## config.mk

```make
export PLATFORM = sky130hd
export DESIGN_NAME = fpc_prep
export DESIGN_NICKNAME = d
export VERILOG_FILES = /design/src/design/fpc_pkg.sv /design/src/design/fpc_prep.sv
export SDC_FILE = /design/constraint.sdc
export NUM_CORES = 1
export LEC_CHECK = 0
export BUFFER_PORTS_ARGS = -buffer_cell sky130_fd_sc_hd__buf_2
export CAP_MARGIN = 20
export CORE_UTILIZATION = 42
export CTS_BUF_LIST = sky130_fd_sc_hd__clkbuf_8 sky130_fd_sc_hd__clkbuf_16
export CTS_CLUSTER_DIAMETER = 30
export CTS_CLUSTER_SIZE = 28
export DETAILED_ROUTE_END_ITERATION = 16
export PLACE_DENSITY = 0.64
export REMOVE_ABC_BUFFERS = 1
export SYNTH_ARGS = -nofsm -noshare
export SYNTH_HDL_FRONTEND = slang
export SYNTH_SLANG_ARGS = --single-unit
```

## constraint.sdc

```tcl
create_clock -name i_clk -period 3 [get_ports i_clk]
set_input_delay 0.3 -clock i_clk [delete_from_list [all_inputs] [get_ports i_clk]]
set_output_delay 0.3 -clock i_clk [all_outputs]
set_load 0.02 [all_outputs]
```

## src/design/fpc_pkg.sv

```systemverilog
// ----------------------------------------------------------------------------
// fpc_pkg: shared types and constants for the frustum primitive cull block
// Primitive codes, register indexes, field layout and pipeline control types.
// ----------------------------------------------------------------------------
package fpc_pkg;

    localparam int DEF_EPSILON     = 1;
    localparam int DEF_COORD_WIDTH = 16;

    localparam int NUM_PLANES = 6;
    localparam int NUM_PTS    = 3;
    localparam int NUM_AXES   = 3;
    localparam int FIELD_W    = 16;
    localparam int PLANE_W    = 64;
    localparam int BOX_W      = 48;
    localparam int CFG_W      = 64;
    localparam int CFG_IDX_W  = 3;
    localparam int OFF_LSB    = 48;

    // offset scaling to 14 fraction bits: x1 for points, x2 for doubled box
    localparam int PT_SHIFT  = 14;
    localparam int BOX_SHIFT = 15;

    typedef enum logic [1:0] {
        FUNC_BOX      = 2'd0,
        FUNC_POINT    = 2'd1,
        FUNC_SEGMENT  = 2'd2,
        FUNC_TRIANGLE = 2'd3
    } t_func;

    typedef enum logic [CFG_IDX_W-1:0] {
        REG_PLANE_A  = 3'd0,
        REG_PLANE_B  = 3'd1,
        REG_PLANE_C  = 3'd2,
        REG_PLANE_D  = 3'd3,
        REG_PLANE_E  = 3'd4,
        REG_PLANE_F  = 3'd5,
        REG_BOX_MIN  = 3'd6,
        REG_BOX_MAX  = 3'd7
    } t_reg_idx;

    typedef struct packed {
        logic ld1;
        logic ld2;
        logic ld3;
    } t_stage_en;

endpackage

```

## src/design/fpc_prep.sv

```systemverilog
// ----------------------------------------------------------------------------
// fpc_prep: input register stage
// Selects multiplier operands per primitive kind (box centre and extent are
// doubled as max+min and max-min) and registers the frustum box overlap flag.
// ----------------------------------------------------------------------------
module fpc_prep #(
    parameter int COORD_WIDTH = fpc_pkg::DEF_COORD_WIDTH
) (
    input  logic                          i_clk,
    input  fpc_pkg::t_stage_en            i_en,
    input  fpc_pkg::t_func                i_func,
    input  logic signed [COORD_WIDTH-1:0] i_pt [fpc_pkg::NUM_PTS][fpc_pkg::NUM_AXES],
    input  logic [fpc_pkg::BOX_W-1:0]     i_fbox_min,
    input  logic [fpc_pkg::BOX_W-1:0]     i_fbox_max,
    output fpc_pkg::t_func                o_func,
    output logic signed [COORD_WIDTH:0]   o_op [fpc_pkg::NUM_PTS][fpc_pkg::NUM_AXES],
    output logic                          o_ov
);

    localparam int MW   = COORD_WIDTH + 1;
    localparam int CMPW = (COORD_WIDTH > fpc_pkg::FIELD_W) ? COORD_WIDTH : fpc_pkg::FIELD_W;

    logic signed [MW-1:0] n_op [fpc_pkg::NUM_PTS][fpc_pkg::NUM_AXES];
    logic                 n_ov;
    logic signed [MW-1:0] r_op [fpc_pkg::NUM_PTS][fpc_pkg::NUM_AXES];
    fpc_pkg::t_func       r_func;
    logic                 r_ov;

    always_comb begin
        for (int j = 0; j < fpc_pkg::NUM_AXES; j++) begin
            if (i_func == fpc_pkg::FUNC_BOX) begin
                n_op[0][j] = MW'(i_pt[1][j]) + MW'(i_pt[0][j]);
                n_op[1][j] = MW'(i_pt[1][j]) - MW'(i_pt[0][j]);
            end else begin
                n_op[0][j] = MW'(i_pt[0][j]);
                n_op[1][j] = MW'(i_pt[1][j]);
            end
            n_op[2][j] = MW'(i_pt[2][j]);
        end
    end

    always_comb begin
        logic signed [CMPW-1:0] fmn;
        logic signed [CMPW-1:0] fmx;
        logic signed [CMPW-1:0] pmn;
        logic signed [CMPW-1:0] pmx;
        n_ov = 1'b1;
        for (int j = 0; j < fpc_pkg::NUM_AXES; j++) begin
            fmn = CMPW'(signed'(i_fbox_min[fpc_pkg::FIELD_W*j +: fpc_pkg::FIELD_W]));
            fmx = CMPW'(signed'(i_fbox_max[fpc_pkg::FIELD_W*j +: fpc_pkg::FIELD_W]));
            pmn = CMPW'(i_pt[0][j]);
            pmx = CMPW'(i_pt[1][j]);
            if (!(((pmn >= fmn) && (pmn <= fmx)) || ((fmn >= pmn) && (fmn <= pmx)))) begin
                n_ov = 1'b0;
            end
        end
    end

    always_ff @(posedge i_clk) begin
        if (i_en.ld1) begin
            r_op   <= n_op;
            r_func <= i_func;
            r_ov   <= n_ov;
        end
    end

    assign o_op   = r_op;
    assign o_func = r_func;
    assign o_ov   = r_ov;

endmodule

```

* Yosys cells after proc, flatten, opt, wreduce, memory -nomap -nowiden
Cells that the tools add are included.
W data, S select, Z words.
** Word-level totals
- Input bits :: 246
- Word-level logic and storage cells :: 47
- Bits in registers :: 153
- Output and inout bits :: 156
** Cells by class
- Muxes and demuxes :: 7
- Add/sub/neg operators :: 6
- Order comparisons :: 12
- Reductions and logical operators :: 11
** Operator list (count)
- $mux W17 :: 6
- $ge A16 B16 Y1 :: 6
- $le A16 B16 Y1 :: 6
- $add A16 B16 Y17 :: 3
- $sub A16 B16 Y17 :: 3
- $logic_and A1 B1 Y1 :: 6
- $logic_or A1 B1 Y1 :: 3
- $logic_not A2 Y1 :: 1
- $reduce_and A2 Y1 :: 1
- $mux W1 :: 1

* Depth between registers and ports, before layout
Gate-level depths: netlist of the first run.
- Depth in word-level cells :: 4
- Mapped depth :: 11
- Gate-level depth less buffers :: 11

* Least setup slack after synthesis of the first run
No wires, ideal clock.
- Path kind :: input to register
- Start :: input i_pt[64] in the netlist's numbering
- End :: register r_op (netlist bit o_op[84]), data pin
- Stages :: 11
- Data required time :: 2.744 ns
- Path slack :: 0.423 ns
- Arrival time :: 2.321 ns
- Library setup time :: 0.256 ns
- Cell sequence :: inv_1 -> ha_1 -> fa_1 -> nand2b_1 -> a21oi_1 -> o21ai_0 -> a211oi_1 -> o21a_1 -> o41a_1 -> a41oi_1 -> a31o_2
** RTL lines
- start: declaration :: line fpc_prep.sv:12 : input logic signed [COORD_WIDTH-1:0] i_pt [fpc_pkg::NUM_PTS][fpc_pkg::NUM_AXES],
- end signal: assignment :: line fpc_prep.sv:61 : r_op <= n_op;
- end: declaration :: line fpc_prep.sv:25 : logic signed [MW-1:0] r_op [fpc_pkg::NUM_PTS][fpc_pkg::NUM_AXES];

* Worst setup path after layout of the first run
- Start :: input i_pt[127] in the netlist's numbering
- End :: register r_ov (netlist: o_ov), data pin
** On the way
- Longest elaborated chain between the ends :: 4
- Elaborated cells on any way between the ends :: 7
- Classes of those cells :: 3 x order compare; 4 x reduce/logical
** Ends and longest elaborated chain
- $ge A16 B16 Y1 / $le A16 B16 Y1 (equally long branches) :: line fpc_prep.sv:53 : if (!(((pmn >= fmn) && (pmn <= fmx)) || ((fmn >= pmn) && (fmn <= pmx)))) begin
- $logic_and A1 B1 Y1 :: line fpc_prep.sv:53
- $logic_or A1 B1 Y1 (*) :: line fpc_prep.sv:53
- $reduce_and A2 Y1 (no line) (*)
- end signal: assignment :: line fpc_prep.sv:63 : r_ov <= n_ov;
- end: declaration :: line fpc_prep.sv:27 : logic r_ov;
Mark *: on every way between the ends. The rest lies on a longest branch, timed or not.
A chain may end at the register's enable or synchronous reset.

==> results of run 1 <==
==> logic make-up (layout without fill, tap and decap cells) <==
| family | count (synthesis) | after routing | share of synthesized area (%) |
|---|---|---|---|
| other cells | 0 | 4 | 0 |
| compound gates | 379 | 379 | 17.7 |
| simple gates | 355 | 355 | 12.9 |
| mux | 3 | 3 | 0.234 |
| xor+xnor | 67 | 67 | 4.40 |
| buf+inv | 235 | 690 | 6.90 |
| flops | 153 | 153 | 34.4 |
| fa+ha+maj | 246 | 246 | 23.4 |
==> metal layers <==
metal,part of all wire [%],vias to the layer above
met5,0.027,-
met4,3.3,2
met3,5.9,60
met2,48,396
met1,43,5592
li1,-,6038
==> final cells by class <==
type	count	area, um2	area share, %
Multi-Input combinational cell	1050	7830	46.6
Sequential cell	153	4590	27.3
Timing Repair Buffer	470	2600	15.5
Inverter	189	709	4.22
Tap cell	396	495	2.95
Clock buffer	17	425	2.53
Clock inverter	14	141	0.841
Antenna cell	4	10.0	0.0595
==> critical path, cell delays in order <==
cell,delay [ns]
buf_2,0.10
inv_1,0.08
ha_1,0.35
nand4_1,0.14
nor4_1,0.39
buf_4,0.18
a21boi_0,0.20
nand4b_1,0.16
xor2_1,0.20
nand2_1,0.08
a221oi_1,0.39
buf_4,0.18
nor4_1,0.04
==> report_power, final <==
group	switching, uW	total, uW	internal [uW]
clock network	995	2150	1160
registers	55.1	2660	2600
logic	1430	2390	968
total	2480	7200	4730
==> cells in the mapped netlist (7+ instances only) <==
library cell | n | area [um2]
or2_2 | 7 | 43.8
a211oi_1 | 12 | 90.1
nand2b_1 | 23 | 144
nand3_1 | 16 | 80.1
nand2_1 | 122 | 458
o31ai_1 | 15 | 113
o211ai_1 | 11 | 82.6
ha_1 | 240 | 3000
nor4_1 | 8 | 50.1
o21bai_1 | 15 | 113
clkbuf_1 | 40 | 150
nor2b_1 | 26 | 163
a21o_1 | 25 | 188
edfxtp_1 | 153 | 4590
xor2_1 | 11 | 96.3
a21oi_1 | 108 | 541
inv_1 | 189 | 709
nand4_1 | 29 | 181
o22ai_1 | 9 | 56.3
xnor2_1 | 56 | 490
a31oi_1 | 7 | 43.8
o21ai_0 | 120 | 601
o21a_1 | 11 | 82.6
nor3_1 | 19 | 95.1
nor2_1 | 73 | 274
==> worst min path at each step <==
| stage | start | slack [ns] | cells past startpoint | to |
|---|---|---|---|---|
| floorplan | i_func[0] | 0.40 | 0 | o_func[0] |
| CTS | i_pt[7] | 0.00008 | 1 | o_op[7] |
| global placement | i_pt[9] | 0.48 | 1 | o_op[9] |
| global route | i_pt[29] | 0.006 | 1 | o_op[30] |
| detailed placement | i_pt[18] | 0.48 | 1 | o_op[19] |
| finish | i_pt[27] | 0.03 | 1 | o_op[28] |
==> state kept, by name, summed over array words and instances, names as in the netlist <==
register and count:
o_ov 1, o_func 2, o_op 150
==> per-stage QoR <==
stage	setup slack, ns	instance area [um2]
2_1_floorplan	0.410	13100
3_3_place_gp	-0.0866	16100
3_5_place_dp	-0.0622	16100
4_1_cts	0.404	16800
5_1_grt	0.131	16800
6_report	0.402	16800
==> metrics.md, run 1 <==
| Metric | Value |
|---|---|
| Most common cell after layout, fill and taps aside | `buf_2` |
| DR iter-0 viols | `723` |
| Final min period | `2.60 ns` |
| Core area | `30,900 um2` |
| Starting Density | `43.2%` |
| Setup bufs post-CTS | `0` |
| Setup total negative slack | `0 ns` |
| Seq cells post-synth | `153` |
| Crit Path Class | `input pin to register` |
| Met3 Usage GRT | `4.83%` |
| Initial DRT Pass Iterations | `5` |
| Commonest non-fill, non-tap cells in the layout | `buf_2 (398), ha_1 (240), inv_1 (189), edfxtp_1 (153), nand2_1 (122)` |
| Synth Warn # | `0` |
| Total power | `7200 uW` |
| Root Driver | `clkbuf_16` |
| Final wirelength | `40,600 um` |
| Layout Cells excl Fill | `2,293` |
| Top_reg_cell synth | `edfxtp_1` |
| Sequential area share after synthesis | `34.4%` |
| Final hold vios | `0` |
| Pwr Density | `428 nW/um2` |
| Avg Cell Area, Syn | `9.28 um2` |
| Routed WL per cell | `17.7 um` |
| Layout fillers | `2,879` |
| # setup viols final | `0` |
| Met2 usage | `42.6%` |
| Worst Setup EP | `o_ov` |
| Grt peak-use layer | `met2` |
| Hold WC Path Type | `input pin to register` |
| Initial antenna violation count | `5` |
| First-pass GRT wire length | `63,300 um` |
| Crit Path Max Fanout | `3` |
| Worst VDD drop | `0.353 mV` |
| Clock transition at the registers of the reported paths | `0.07 ns` |
| Largest net degree at the start of global routing | `63` |
| Synth cell types | `68` |
| Clock sinks | `153` |
| Arr. time, crit path | `2.79 ns` |
| Total I/O pin count | `402` |
| All-Layer GR Usage | `25.0%` |
| CP startpoint | `i_pt[127]` |
| CTS tree | `built` |
| Cell area after synthesis | `13,300 um2` |
| Die footprint | `32,500 um2` |
| Met1 usage | `30.8%` |
| Die width | `180 um` |
| Max-cap viol count | `0` |
| Post-cts sizing count | `0` |
| Critical Path Start Type | `input pin` |
| Routed Antenna Nets | `0` |
| Unrepaired setup endpoints after global routing | `false` |
| GPL Wtd Cong | `0.942` |
| Gr ovfl total | `0` |
| Final core occ | `54.4%` |
| Crit share post-route | `86.6%` |
| Ratio of cells with drive above 1 in the final layout | `26.9%` |
| Synth Instances | `1,438` |
| Worst-Margin Slew | `0.759 ns` |
| DP Cell Count | `2,246` |
| Hold_buf cts | `12` |
| Req. time, crit path | `3.19 ns` |
| Vias in the first global route | `12,036` |
| Slew Limit Fails | `0` |
| Status | `complete, no violations` |
| Asr flop ratio synth | `0%` |
| Residual DRC | `0` |
| Die span in y | `180 um` |
| Max-Slew Margin vs Limit | `49.4%` |
| Area grow syn2layout | `26.0%` |
| CTS max path bufs | `2` |
| Vias/cell | `5.27` |
| Post-synth EDFFs | `153` |
| Vias | `12,088` |
| Final HPWL from detailed placement | `33,600 um` |
| Max frequency | `385 MHz` |
| Pleak | `0.00827 uW` |
| Rows | `64` |
| Final-stage net count | `2,373` |
| Port Buffer Count | `399` |
| H-tree depth | `4` |
| CP endpoint kind | `register` |
| Cts bufs inserted | `17` |
| Fin Hold WS | `0.0320 ns` |
Note: power is estimated with default switching activity, not from simulation.
==> run 2: changes to the inputs <==
==> constraint.sdc (replaced) <==
create_clock -name i_clk -period 3 [get_ports i_clk]
set_input_delay 0 -clock i_clk [delete_from_list [all_inputs] [get_ports i_clk]]
set_output_delay 0 -clock i_clk [all_outputs]
set_load 0.02 [all_outputs]
==> run 2 against run 1 <==
  * Total power is 0.95% higher
  * Combinational power grew 3%
  * Hold slack worse by 0.015 ns
  * Clock power barely moved
  * Die area is the same
  * Non-clock buffer count up 75
  * Global-route usage rose by 0.93 points
  * Worst setup slack worse by 0.23 ns
  * Sequential cell count unchanged
==> metrics.md, run 2 (same netlist as run 1, synthesis figures left out) <==
| Metric | Value |
|---|---|
| Unrepaired setup endpoints after global routing | `true` |
| Critical Path Start Type | `input pin` |
| Vias | `12,420 (+2.7%)` |
| Final min period | `2.83 ns (+0.229 ns)` |
| DP Worst Slack | `0.222 ns (+0.284 ns)` |
| Routed Antenna Nets | `0 (unchanged)` |
| Area grow syn2layout | `32.4%` |
| Setup bufs post-CTS | `0 (unchanged)` |
| Most common cell after layout, fill and taps aside | `buf_2` |
| Final WS setup | `0.172 ns (-0.229 ns)` |
| Largest register FFs | `150 (unchanged)` |
| Largest net degree at the start of global routing | `77 (+22%)` |
| Die span in y | `180 um (unchanged)` |
| Final hold vios | `0 (unchanged)` |
| Max frequency | `354 MHz (-8.1%)` |
| Pleak | `0.00856 uW (+3.5%)` |
| CTS max path bufs | `2 (unchanged)` |
| Slew Limit Fails | `0 (unchanged)` |
| Pwr Density | `412 nW/um2 (-3.9%)` |
| GPL Wtd Cong | `0.958 (+1.8%)` |
| Req. time, crit path | `3.19 ns (about the same)` |
| Initial antenna violation count | `0 (-5)` |
| Worst-Margin Slew | `0.793 ns (+0.0343 ns)` |
| DP Cell Count | `2,202 (-2.0%)` |
| Crit Path Max Fanout | `4 (+1)` |
| CTS tree | `built` |
| Clock transition at the registers of the reported paths | `0.06 ns (about the same)` |
| Vias/cell | `5.25 (-0.42%)` |
| Starting Density | `43.2% (unchanged)` |
| Crit share post-route | `94.3% (+7.6 points)` |
| Die width | `180 um (unchanged)` |
| Total I/O pin count | `402 (unchanged)` |
| All-Layer GR Usage | `25.9% (+0.93 points)` |
| Routed WL per cell | `17.9 um (+1.3%)` |
| Final-stage net count | `2,448 (+3.2%)` |
| Crit Path Class | `input pin to register` |
| Fin Hold WS | `0.0167 ns (-0.0153 ns)` |
| Hold WC Path Type | `input pin to register` |
| Vias in the first global route | `12,392 (+3.0%)` |
| Die footprint | `32,500 um2 (unchanged)` |
| First-pass GRT wire length | `65,900 um (+4.1%)` |
| Rows | `64 (unchanged)` |
| Setup total negative slack | `0 ns (unchanged)` |
| # setup viols final | `0 (unchanged)` |
| CP endpoint kind | `register` |
| Layout Cells excl Fill | `2,366 (+3.2%)` |
| Max-cap viol count | `0 (unchanged)` |
| Commonest non-fill, non-tap cells in the layout | `buf_2 (398), ha_1 (240), inv_1 (190), edfxtp_1 (153), dlygate4sd3_1 (131)` |
| H-tree depth | `4 (unchanged)` |
| Gr ovfl total | `0 (unchanged)` |
| Port Buffer Count | `399 (unchanged)` |
| Worst VDD drop | `0.345 mV (-2.4%)` |
| Clock sinks | `153 (unchanged)` |
| Final HPWL from detailed placement | `33,200 um (-1.2%)` |
| Root Driver | `clkbuf_16` |
| Total power | `7270 uW (+0.95%)` |
| Initial DRT Pass Iterations | `6 (+1)` |
| Cts bufs inserted | `17 (unchanged)` |
| Core area | `30,900 um2 (unchanged)` |
| Residual DRC | `0 (unchanged)` |
| DR iter-0 viols | `665 (-8.0%)` |
| Final wirelength | `42,400 um (+4.5%)` |
| Ratio of cells with drive above 1 in the final layout | `23.9% (-3.1 points)` |
| Status | `complete, no violations` |
| Max-Slew Margin vs Limit | `47.1% (-2.2 points)` |
| Arr. time, crit path | `3.02 ns (+0.23 ns)` |
==> run 2: cell count changes in the layout (fill, tap and decap cells not counted), sizes merged <==
| cell | previous run | this run |
|---|---|---|
| diode | 4 | 1 |
| inv | 194 | 197 |
| buf | 458 | 414 |
| bufinv | 1 | 0 |
| clkinvlp | 3 | 2 |
| dlygate4sd3 | 12 | 131 |
==> run 2: per-stage QoR <==
| stage | util [%] | cell area [um2] |
|---|---|---|
| final | 57.2 | 17700 |
| after global routing | 57.2 | 17700 |
| after CTS | 57.1 | 17600 |
| after detailed placement | 51.0 | 15800 |
| after global placement | 51.0 | 15800 |
| after floorplan | - | 13100 |
==> run 2: per-layer routing <==
layer | vias up | share of wire, % | GRT usage (%)
li1 | 6179 | - | -
met4 | 0 | 2.3 | 8.62
met3 | 55 | 6.3 | 5.03
met5 | - | 0 | 0
met1 | 5753 | 43 | 32.2
met2 | 433 | 48 | 44.9
==> run 2: timing repair <==
| item | 4_1_cts | 5_1_grt |
|---|---|---|
| endpoints found under the setup margin | 0 | 3 |
| hold buffers | 131 | 0 |
| gates resized for setup | 0 | 3 |
| hold endpoints to repair | 135 | 0 |
==> run 2: final cells by class <==
cell class / instances / area (um2)
Timing Repair Buffer: 545 / 3450
Tap cell: 396 / 495
Clock inverter: 15 / 139
Antenna cell: 1 / 2.50
Sequential cell: 153 / 4590
Fill cell: 2785 / 13200
Clock buffer: 17 / 425
Multi-Input combinational cell: 1050 / 7850
Inverter: 189 / 709
==> run 2: final timing paths <==
check             startpoint        to  slack, ns  cells past startpoint
setup / recovery    i_pt[64]  o_op[84]       0.17                     13
hold / removal      i_pt[70]  o_op[74]       0.02                      3
==> run 2: worst max-delay path, stage by stage <==
cell and delay [ns]:
dlygate4sd3_1 0.52, buf_2 0.14, inv_1 0.05, ha_1 0.21, fa_1 0.41, nand2b_1 0.19
a21oi_1 0.20, o21ai_0 0.20, a211oi_2 0.30, o21a_1 0.17, o41a_1 0.23, a41oi_1 0.15
a31o_2 0.25
==> run 2: power breakdown <==
group	total (uW)	switching, uW	internal (uW)	leakage (uW)
registers	2660	56.0	2600	0.00149
clock network	2150	1050	1090	0.000277
logic	2470	1460	1010	0.00679
